File: src/sv/gprm_pkg.sv
`timescale 1ns / 1ps
package gprm_pkg;

	localparam int MaxFrameLen = 32;
	localparam int ReportLen   = 24;
	localparam int LenW        = 6;
	localparam int IdxW        = $clog2(ReportLen);
	localparam int FrameW      = ReportLen * 8;
	localparam int LimW        = 17;
	localparam int DzFull      = 32767;
	localparam int DzPct       = 100;
	localparam int DzReset     = 5;
	localparam int DzShift     = 30;
	localparam longint DzRecip = ((64'd1 << DzShift) + DzPct - 1) / DzPct;

	localparam logic [7:0] START_MARK = 8'hAA;
	localparam logic [7:0] PACK_HALF  = 8'd128;

	// parser phases
	localparam logic [1:0] PH_START   = 2'd0;
	localparam logic [1:0] PH_LEN     = 2'd1;
	localparam logic [1:0] PH_PAYLOAD = 2'd2;
	localparam logic [1:0] PH_CHECK   = 2'd3;

	// register indexes
	localparam logic [2:0] CFG_DZ_L   = 3'd0;
	localparam logic [2:0] CFG_DZ_R   = 3'd1;
	localparam logic [2:0] CFG_FLIP_LX = 3'd2;
	localparam logic [2:0] CFG_FLIP_LY = 3'd3;
	localparam logic [2:0] CFG_FLIP_RX = 3'd4;
	localparam logic [2:0] CFG_FLIP_RY = 3'd5;
	localparam logic [2:0] CFG_MODE   = 3'd6;

	// report modes
	localparam logic [1:0] MODE_S16  = 2'd0;
	localparam logic [1:0] MODE_HAT  = 2'd1;
	localparam logic [1:0] MODE_PACK = 2'd2;
	localparam logic [1:0] MODE_RSVD = 2'd3;

	// hat codes
	localparam logic [3:0] HAT_UP      = 4'd0;
	localparam logic [3:0] HAT_UP_R    = 4'd1;
	localparam logic [3:0] HAT_RIGHT   = 4'd2 + 4'd2;
	localparam logic [3:0] HAT_DN_R    = 4'd3;
	localparam logic [3:0] HAT_DOWN    = 4'd2;
	localparam logic [3:0] HAT_DN_L    = 4'd5;
	localparam logic [3:0] HAT_LEFT    = 4'd6;
	localparam logic [3:0] HAT_UP_L    = 4'd7;
	localparam logic [3:0] HAT_NEUTRAL = 4'd8;

	typedef logic [FrameW-1:0] frame_t;

	typedef struct packed {
		logic [LimW-1:0] lim_l;
		logic [LimW-1:0] lim_r;
		logic            flip_lx;
		logic            flip_ly;
		logic            flip_rx;
		logic            flip_ry;
		logic [1:0]      mode;
	} cfg_t;

	// percent to limit, divide by reciprocal multiplication
	function automatic logic [LimW-1:0] dz_limit(input logic [7:0] dz);
		logic [22:0] p;
		logic [46:0] t;
		p = 23'(dz) * 23'(DzFull);
		t = 47'(p) * 47'(DzRecip);
		return t[DzShift+LimW-1:DzShift];
	endfunction

	function automatic logic [3:0] hat_of(input logic [15:0] b);
		logic [3:0] h;
		if (b[4])
			h = b[6] ? HAT_UP_L : (b[7] ? HAT_UP_R : HAT_UP);
		else if (b[5])
			h = b[6] ? HAT_DN_L : (b[7] ? HAT_DN_R : HAT_DOWN);
		else if (b[6])
			h = HAT_LEFT;
		else if (b[7])
			h = HAT_RIGHT;
		else
			h = HAT_NEUTRAL;
		return h;
	endfunction

	function automatic logic [15:0] dz_apply(input logic [15:0] raw, input logic [LimW-1:0] lim);
		logic [16:0] mag;
		mag = raw[15] ? (17'h1_0000 - {1'b0, raw}) : {1'b0, raw};
		return (mag < lim) ? 16'h0000 : raw;
	endfunction

	function automatic logic [15:0] stick_out(input logic [15:0] v, input logic flip,
			input logic [1:0] mode);
		logic [15:0] f;
		logic [16:0] m;
		logic [7:0]  q;
		f = flip ? (16'h0000 - v) : v;
		m = 17'h1_0000 - {1'b0, f};
		if (f[15])
			q = 8'(9'd0 - m[16:8]) + PACK_HALF;
		else
			q = f[15:8] + PACK_HALF;
		return (mode == MODE_PACK) ? {8'h00, q} : f;
	endfunction

endpackage

File: src/sv/framed_gamepad_report_mapper.sv
`timescale 1ns / 1ps
// Framed gamepad report mapper. Takes one received byte per cycle and deframes 0xAA, a length
// byte, the payload and a sum checksum; a good 24-byte frame gives one report, which passes from
// the frame queue through a two-stage back end (deadzone, then flip and packing).
// Input is held off only while the two-entry frame queue between parser and back end is full,
// so a byte is taken every cycle as long as reports are collected. Register writes are always
// ready and apply from the next cycle.
module framed_gamepad_report_mapper (
	input  logic               clk,
	input  logic               arst_n,
	input  logic               in_valid,
	output logic               in_stall,
	input  logic [7:0]         rx_byte,
	output logic               out_valid,
	input  logic               out_stall,
	output logic signed [15:0] stick_lx,
	output logic signed [15:0] stick_ly,
	output logic signed [15:0] stick_rx,
	output logic signed [15:0] stick_ry,
	output logic [7:0]         left_trigger,
	output logic [7:0]         right_trigger,
	output logic [15:0]        button_bits,
	output logic [3:0]         hat_dir,
	output logic [47:0]        gyro_xyz,
	output logic [47:0]        accel_xyz,
	output logic [1:0]         format_used,
	input  logic               cfg_valid,
	output logic               cfg_ready,
	input  logic [2:0]         cfg_index,
	input  logic [7:0]         cfg_data
);
	import gprm_pkg::*;

	logic [LimW-1:0] lim_l_q, lim_r_q;
	logic            flip_lx_q, flip_ly_q, flip_rx_q, flip_ry_q;
	logic [1:0]      mode_q;
	cfg_t            cfg;

	logic   push, full, pop, nempty;
	frame_t push_frame, head;

	logic [15:0] lx, ly, rx, ry;

	assign cfg_ready = 1'b1;

	always_ff @(posedge clk or negedge arst_n) begin
		if (!arst_n) begin
			lim_l_q   <= dz_limit(8'(DzReset));
			lim_r_q   <= dz_limit(8'(DzReset));
			flip_lx_q <= 1'b0;
			flip_ly_q <= 1'b1;
			flip_rx_q <= 1'b0;
			flip_ry_q <= 1'b1;
			mode_q    <= MODE_S16;
		end else if (cfg_valid && cfg_ready) begin
			case (cfg_index)
				CFG_DZ_L:    lim_l_q   <= dz_limit(cfg_data);
				CFG_DZ_R:    lim_r_q   <= dz_limit(cfg_data);
				CFG_FLIP_LX: flip_lx_q <= cfg_data[0];
				CFG_FLIP_LY: flip_ly_q <= cfg_data[0];
				CFG_FLIP_RX: flip_rx_q <= cfg_data[0];
				CFG_FLIP_RY: flip_ry_q <= cfg_data[0];
				CFG_MODE:    mode_q    <= cfg_data[1:0];
				default: ;
			endcase
		end
	end

	always_comb begin
		cfg.lim_l   = lim_l_q;
		cfg.lim_r   = lim_r_q;
		cfg.flip_lx = flip_lx_q;
		cfg.flip_ly = flip_ly_q;
		cfg.flip_rx = flip_rx_q;
		cfg.flip_ry = flip_ry_q;
		cfg.mode    = (mode_q == MODE_RSVD) ? MODE_S16 : mode_q;
	end

	gprm_front u_front (
		.clk        (clk),
		.arst_n     (arst_n),
		.in_valid   (in_valid),
		.in_stall   (in_stall),
		.rx_byte    (rx_byte),
		.full       (full),
		.push       (push),
		.push_frame (push_frame)
	);

	gprm_fifo u_fifo (
		.clk       (clk),
		.arst_n    (arst_n),
		.push      (push),
		.push_data (push_frame),
		.full      (full),
		.pop       (pop),
		.nempty    (nempty),
		.head      (head)
	);

	gprm_back u_back (
		.clk        (clk),
		.arst_n     (arst_n),
		.cfg        (cfg),
		.head_valid (nempty),
		.head       (head),
		.pop        (pop),
		.out_valid  (out_valid),
		.out_stall  (out_stall),
		.lx         (lx),
		.ly         (ly),
		.rx         (rx),
		.ry         (ry),
		.ltrig      (left_trigger),
		.rtrig      (right_trigger),
		.btn        (button_bits),
		.hat        (hat_dir),
		.gyro       (gyro_xyz),
		.accel      (accel_xyz),
		.fmt        (format_used)
	);

	assign stick_lx = $signed(lx);
	assign stick_ly = $signed(ly);
	assign stick_rx = $signed(rx);
	assign stick_ry = $signed(ry);

endmodule

File: src/sv/gprm_front.sv
`timescale 1ns / 1ps
module gprm_front (
	input  logic            clk,
	input  logic            arst_n,
	input  logic            in_valid,
	output logic            in_stall,
	input  logic [7:0]      rx_byte,
	input  logic            full,
	output logic            push,
	output gprm_pkg::frame_t push_frame
);
	import gprm_pkg::*;

	logic [1:0]      phase_q;
	logic [LenW-1:0] len_q;
	logic [LenW-1:0] idx_q;
	logic [7:0]      sum_q;
	logic [7:0]      pay_q [ReportLen];

	logic            acc;
	logic            len_ok;
	logic [LenW-1:0] idx_nxt;

	assign in_stall = full;
	assign acc      = in_valid & ~full;
	assign idx_nxt  = idx_q + LenW'(1);

	always_comb begin
		len_ok = rx_byte inside {[8'd1 : 8'(MaxFrameLen)]};
	end

	assign push = acc && (phase_q == PH_CHECK) && (sum_q == rx_byte)
		&& (len_q == LenW'(ReportLen));

	always_comb begin
		for (int i = 0; i < ReportLen; i++)
			push_frame[i*8 +: 8] = pay_q[i];
	end

	always_ff @(posedge clk or negedge arst_n) begin
		if (!arst_n) begin
			phase_q <= PH_START;
			len_q   <= '0;
			idx_q   <= '0;
			sum_q   <= '0;
		end else if (acc) begin
			case (phase_q)
				PH_START: begin
					if (rx_byte == START_MARK)
						phase_q <= PH_LEN;
				end
				PH_LEN: begin
					len_q   <= rx_byte[LenW-1:0];
					idx_q   <= '0;
					sum_q   <= '0;
					phase_q <= len_ok ? PH_PAYLOAD : PH_START;
				end
				PH_PAYLOAD: begin
					sum_q <= sum_q + rx_byte;
					idx_q <= idx_nxt;
					if (idx_nxt == len_q)
						phase_q <= PH_CHECK;
				end
				default: begin
					phase_q <= PH_START;
				end
			endcase
		end
	end

	// payload capture, first report bytes only
	always_ff @(posedge clk) begin
		if (acc && (phase_q == PH_PAYLOAD) && (idx_q < LenW'(ReportLen)))
			pay_q[idx_q[IdxW-1:0]] <= rx_byte;
	end

endmodule

File: src/sv/gprm_fifo.sv
`timescale 1ns / 1ps
module gprm_fifo (
	input  logic             clk,
	input  logic             arst_n,
	input  logic             push,
	input  gprm_pkg::frame_t push_data,
	output logic             full,
	input  logic             pop,
	output logic             nempty,
	output gprm_pkg::frame_t head
);
	import gprm_pkg::*;

	frame_t     mem_q [2];
	logic       wr_q;
	logic       rd_q;
	logic [1:0] cnt_q;

	assign full   = (cnt_q == 2'd2);
	assign nempty = (cnt_q != 2'd0);
	assign head   = mem_q[rd_q];

	always_ff @(posedge clk or negedge arst_n) begin
		if (!arst_n) begin
			wr_q  <= 1'b0;
			rd_q  <= 1'b0;
			cnt_q <= 2'd0;
		end else begin
			if (push)
				wr_q <= ~wr_q;
			if (pop)
				rd_q <= ~rd_q;
			cnt_q <= cnt_q + 2'(push) - 2'(pop);
		end
	end

	always_ff @(posedge clk) begin
		if (push)
			mem_q[wr_q] <= push_data;
	end

endmodule

File: src/sv/gprm_back.sv
`timescale 1ns / 1ps
module gprm_back (
	input  logic             clk,
	input  logic             arst_n,
	input  gprm_pkg::cfg_t   cfg,
	input  logic             head_valid,
	input  gprm_pkg::frame_t head,
	output logic             pop,
	output logic             out_valid,
	input  logic             out_stall,
	output logic [15:0]      lx,
	output logic [15:0]      ly,
	output logic [15:0]      rx,
	output logic [15:0]      ry,
	output logic [7:0]       ltrig,
	output logic [7:0]       rtrig,
	output logic [15:0]      btn,
	output logic [3:0]       hat,
	output logic [47:0]      gyro,
	output logic [47:0]      accel,
	output logic [1:0]       fmt
);
	import gprm_pkg::*;

	logic        valid_s1;
	logic [15:0] lx_s1, ly_s1, rx_s1, ry_s1;
	logic [7:0]  ltrig_s1, rtrig_s1;
	logic [15:0] btn_s1;
	logic [3:0]  hat_s1;
	logic [47:0] gyro_s1, accel_s1;

	logic        out_valid_q;
	logic [15:0] lx_q, ly_q, rx_q, ry_q;
	logic [7:0]  ltrig_q, rtrig_q;
	logic [15:0] btn_q;
	logic [3:0]  hat_q;
	logic [47:0] gyro_q, accel_q;
	logic [1:0]  fmt_q;

	logic out_adv;
	logic s1_take;

	assign out_adv = ~out_valid_q | ~out_stall;
	assign s1_take = ~valid_s1 | out_adv;
	assign pop     = head_valid & s1_take;

	always_ff @(posedge clk or negedge arst_n) begin
		if (!arst_n) begin
			valid_s1    <= 1'b0;
			out_valid_q <= 1'b0;
		end else begin
			if (s1_take)
				valid_s1 <= head_valid;
			if (out_adv)
				out_valid_q <= valid_s1;
		end
	end

	// deadzone stage
	always_ff @(posedge clk) begin
		if (pop) begin
			lx_s1    <= dz_apply(head[15:0], cfg.lim_l);
			ly_s1    <= dz_apply(head[31:16], cfg.lim_l);
			rx_s1    <= dz_apply(head[47:32], cfg.lim_r);
			ry_s1    <= dz_apply(head[63:48], cfg.lim_r);
			ltrig_s1 <= head[71:64];
			rtrig_s1 <= head[79:72];
			btn_s1   <= head[95:80];
			hat_s1   <= hat_of(head[95:80]);
			gyro_s1  <= head[143:96];
			accel_s1 <= head[191:144];
		end
	end

	// flip and packing into the output register
	always_ff @(posedge clk) begin
		if (out_adv && valid_s1) begin
			lx_q    <= stick_out(lx_s1, cfg.flip_lx, cfg.mode);
			ly_q    <= stick_out(ly_s1, cfg.flip_ly, cfg.mode);
			rx_q    <= stick_out(rx_s1, cfg.flip_rx, cfg.mode);
			ry_q    <= stick_out(ry_s1, cfg.flip_ry, cfg.mode);
			ltrig_q <= ltrig_s1;
			rtrig_q <= rtrig_s1;
			btn_q   <= btn_s1;
			hat_q   <= hat_s1;
			gyro_q  <= gyro_s1;
			accel_q <= accel_s1;
			fmt_q   <= cfg.mode;
		end
	end

	assign out_valid = out_valid_q;
	assign lx        = lx_q;
	assign ly        = ly_q;
	assign rx        = rx_q;
	assign ry        = ry_q;
	assign ltrig     = ltrig_q;
	assign rtrig     = rtrig_q;
	assign btn       = btn_q;
	assign hat       = hat_q;
	assign gyro      = gyro_q;
	assign accel     = accel_q;
	assign fmt       = fmt_q;

endmodule

File: config.mk
export PLATFORM = sky130hd
export DESIGN_NAME = framed_gamepad_report_mapper
export DESIGN_NICKNAME = d
export VERILOG_FILES = /design/src/sv/gprm_pkg.sv /design/src/sv/framed_gamepad_report_mapper.sv /design/src/sv/gprm_front.sv /design/src/sv/gprm_fifo.sv /design/src/sv/gprm_back.sv
export SDC_FILE = /design/constraint.sdc
export NUM_CORES = 1
export LEC_CHECK = 0
export ABC_AREA = 0
export BUFFER_PORTS_ARGS = -buffer_cell sky130_fd_sc_hd__buf_4
export CORE_MARGIN = 8
export CORE_UTILIZATION = 67
export CTS_CLUSTER_DIAMETER = 120
export DETAILED_ROUTE_END_ITERATION = 7
export MAX_ROUTING_LAYER = met4
export PLACE_DENSITY = 0.86
export SLEW_MARGIN = 20
export SYNTH_ARGS = -nofsm -noshare
export SYNTH_HDL_FRONTEND = slang
export SYNTH_HIERARCHICAL = 1
export SYNTH_SLANG_ARGS = --single-unit
File: constraint.sdc
create_clock -name clk -period 40.1 [get_ports clk]
set_input_delay 4.01 -clock clk [delete_from_list [all_inputs] [get_ports clk]]
set_output_delay 4.01 -clock clk [all_outputs]
set_load 0.01 [all_outputs]
==> impl_metrics.tcl <==
set metrics [dict create \
    r2r-start "u_fifo/rd_q$_DFFE_PN0P_" \
    tightest_slew_ns 1.133 \
    outcome "finished clean" \
    path_max_fanout 6 \
    n_antenna_cell 0 \
    setup_tns_ns 0 \
    crit_path_start_kind "input pin" \
    regToRegEndpoint "u_back/ry_s1[1]$_SDFFCE_PN0P_" \
    io_pins 225 \
    slew_headroom_pct 24.49 \
    syn_inst 4033 \
    grt_usage_pct 29.60 \
    hold_start "u_back/btn_s1[9]$_DFFE_PP_" \
    hold_end "u_back/btn[9]$_DFFE_PP_" \
    yosysUniqueCellTypes 111 \
    clockBufferDepth 3 \
    wl_per_cell_um 24.50 \
    finalCritPeriodShare_pct 34.91 \
    cts_tree "done" \
    finalMaxSlewViolations 0 \
    cts_setup_buffers 0 \
    dr.first_iter.drc_count 3372 \
    routed_wl_um 132400 \
    postCtsHoldBufs 0 \
    drive_gt1_share_pct 15.50 \
    async_flop_share_pct 6.551 \
    grt-ovfl-total 0 \
    dr_total_vias 33820 \
    finalSetupViolations 0 \
    synth_area_leaders "edfxtp_1, ha_1, fa_1, mux2_2, inv_1" \
    row_count 104 \
    whs_path_depth 0 \
    antenna_found_initial 0 \
    fin_skew_ns 0.07094 \
    syn_area_um2 54590 \
    reg2regPathDepth 14 \
    critPathSlowestCell "fa_1" \
    slowest_delay_ns 0.61 \
    hpwl_um 84700 \
    vias_per_cell 6.260 \
    crit_arrival_ns 14.53 \
    grt_first_pass_wirelength_um 201500 \
    port_buffers 223 \
    initial_core_util_pct 67.78 \
    routabilityCongestion 0.9469 \
    first_global_vias 34330 \
    rsz0062_at_grt "no" \
    cp_top_family "adder cells" \
    ys.flop_type "edfxtp_1" \
    grt_max_degree 74 \
    n_fill_cell 4657 \
    max_freq_mhz 71.44 \
    syn_area_per_cell_um2 13.54 \
    antenna_left 0 \
    yosysTopAreaCell "edfxtp_1" \
    htree_num_levels 3 \
    areaGrowthSynthToFinish_pct 10.66 \
    fin_crit_ns 14.00 \
    drc 0 \
    clk_pin_slew_ns 0.07 \
    nNetsFinal 4885 \
    synth_edf_count 970 \
    critPathBufInv 9 \
    die_h_um 301.5 \
    hold_path.class "register to register" \
    cts-root-buf "clkbuf_16" \
    hold_viol 0 \
    fp.dieW_um 301.5 \
    cts_sinks 1038 \
    ys_seq_area_share_pct 56.50 \
    crit_required_ns 40.63 \
    die_area_um2 90880 \
    clk_latency_ns 0.70 \
    end_kind "register" \
    cts-resized-gates 0 \
    yosysWarnings 6 \
    maxCapViolCount 0 \
    path_class "input pin to register" \
    numCtsBuffers 95 \
    crit_top_cell "fa_1" \
    first_pass_iters 7 \
    synth-seq-cells 1038 \
    rrSetupSlack_ns 33.67 \
    core_um2 80550 \
    synth_top_area_share_pct 53.35 \
]
Yosys cell counts, types with 17 or more instances:
cell type,number
clkbuf_1,74
nand2_1,227
nor3_1,47
o41ai_1,21
ha_1,372
mux2_2,201
nand2b_1,31
o21ai_0,183
xor2_1,50
and2_1,17
o31ai_1,35
inv_1,465
edfxtp_1,970
and3_1,52
a21oi_1,124
a31oi_1,18
nor2_1,137
nand4_1,27
nand3_1,103
dfrtp_1,54
o21ai_1,18
nor2b_1,24
xnor2_1,139
fa_1,223
or3_1,29
a21o_1,58
registers in the layout (all words and copies together) (netlist names), 17 cells and up:
signal,flops
lim_l_q,17
lim_r_q,17
u_back/accel,48
u_back/accel_s1,48
u_back/gyro,48
u_back/gyro_s1,48
u_fifo/mem_q,384
u_front/pay_q,192
cells in the final DEF (no fill, tap or decap), types with 124 or more instances in the layout:
cell type  synthesis  final
o21ai_0          183    183
nand2_1          227    227
nor2_1           137    136
ha_1             372    372
xnor2_1          139    139
edfxtp_1         970    970
a21oi_1          124    124
buf_4             15    247
mux2_2           201    201
fa_1             223    223
inv_1            465    465
area by class of cell:
| class | instances | area, um^2 | share of cell area (%) |
|---|---|---|---|
| timing repair buffer | 247 | 1854 | 3.069 |
| clock buffer | 110 | 2455 | 4.063 |
| clock inverter | 64 | 683.2 | 1.131 |
| sequential | 1038 | 30850 | 51.07 |
| tap | 1060 | 1326 | 2.195 |
| multi-input combinational | 2417 | 21490 | 35.57 |
| inverter | 467 | 1753 | 2.902 |
through the flow:
step	instances	hold WS [ns]	utilization (%)	setup slack, ns	instance area [um^2]
3_5_place_dp	5228	0.4045	71.08	25.46	57260
2_1_floorplan	4036	0.4003	-	20.77	54610
5_1_grt	5403	0.4075	75.00	25.47	60410
3_3_place_gp	5228	0.4007	71.08	25.64	57260
6_report	5403	0.3945	75.00	26.10	60410
4_1_cts	5402	0.4026	74.98	26.11	60390
per-layer routing:
| layer | wire [um] | GRT usage (%) |
|---|---|---|
| met1 | 49260 | 35.53 |
| met2 | 68330 | 51.16 |
| met3 | 9536 | 4.165 |
| met4 | 5248 | 10.78 |
| met5 | 0 | - |
kinds of logic (layout without fill, tap and decap cells):
group | count (synthesis) | count (layout) | synth area share [%]
buffers and inverters | 581 | 888 | 4.233
other | 2 | 5 | 0.01376
muxes | 214 | 214 | 4.384
xor gates and xnor gates | 193 | 193 | 3.176
adders and majority gates | 596 | 596 | 16.72
DFF | 1038 | 1038 | 56.50
and+or+nand+nor | 794 | 794 | 7.423
AOI/OAI and AO/OA | 615 | 615 | 7.547
how the worst max path moves through the flow:
stage / end / start / slack (ns) / cells past startpoint
global route: lim_l_q[6]$_DFFE_PN1P_ / cfg_data[5] / 25.47 / 37
finish: lim_l_q[6]$_DFFE_PN1P_ / cfg_data[5] / 26.10 / 37
CTS: lim_l_q[6]$_DFFE_PN1P_ / cfg_data[5] / 26.11 / 35
global placement: lim_l_q[10]$_DFFE_PN1P_ / cfg_data[5] / 25.64 / 35
detailed placement: lim_l_q[6]$_DFFE_PN1P_ / cfg_data[5] / 25.46 / 35
floorplan: u_back/accel[0]$_DFFE_PP_ / out_stall / 20.77 / 1
Power is not shown: default switching activity piles up to over one toggle a cycle in this logic, so the estimate is an artifact.
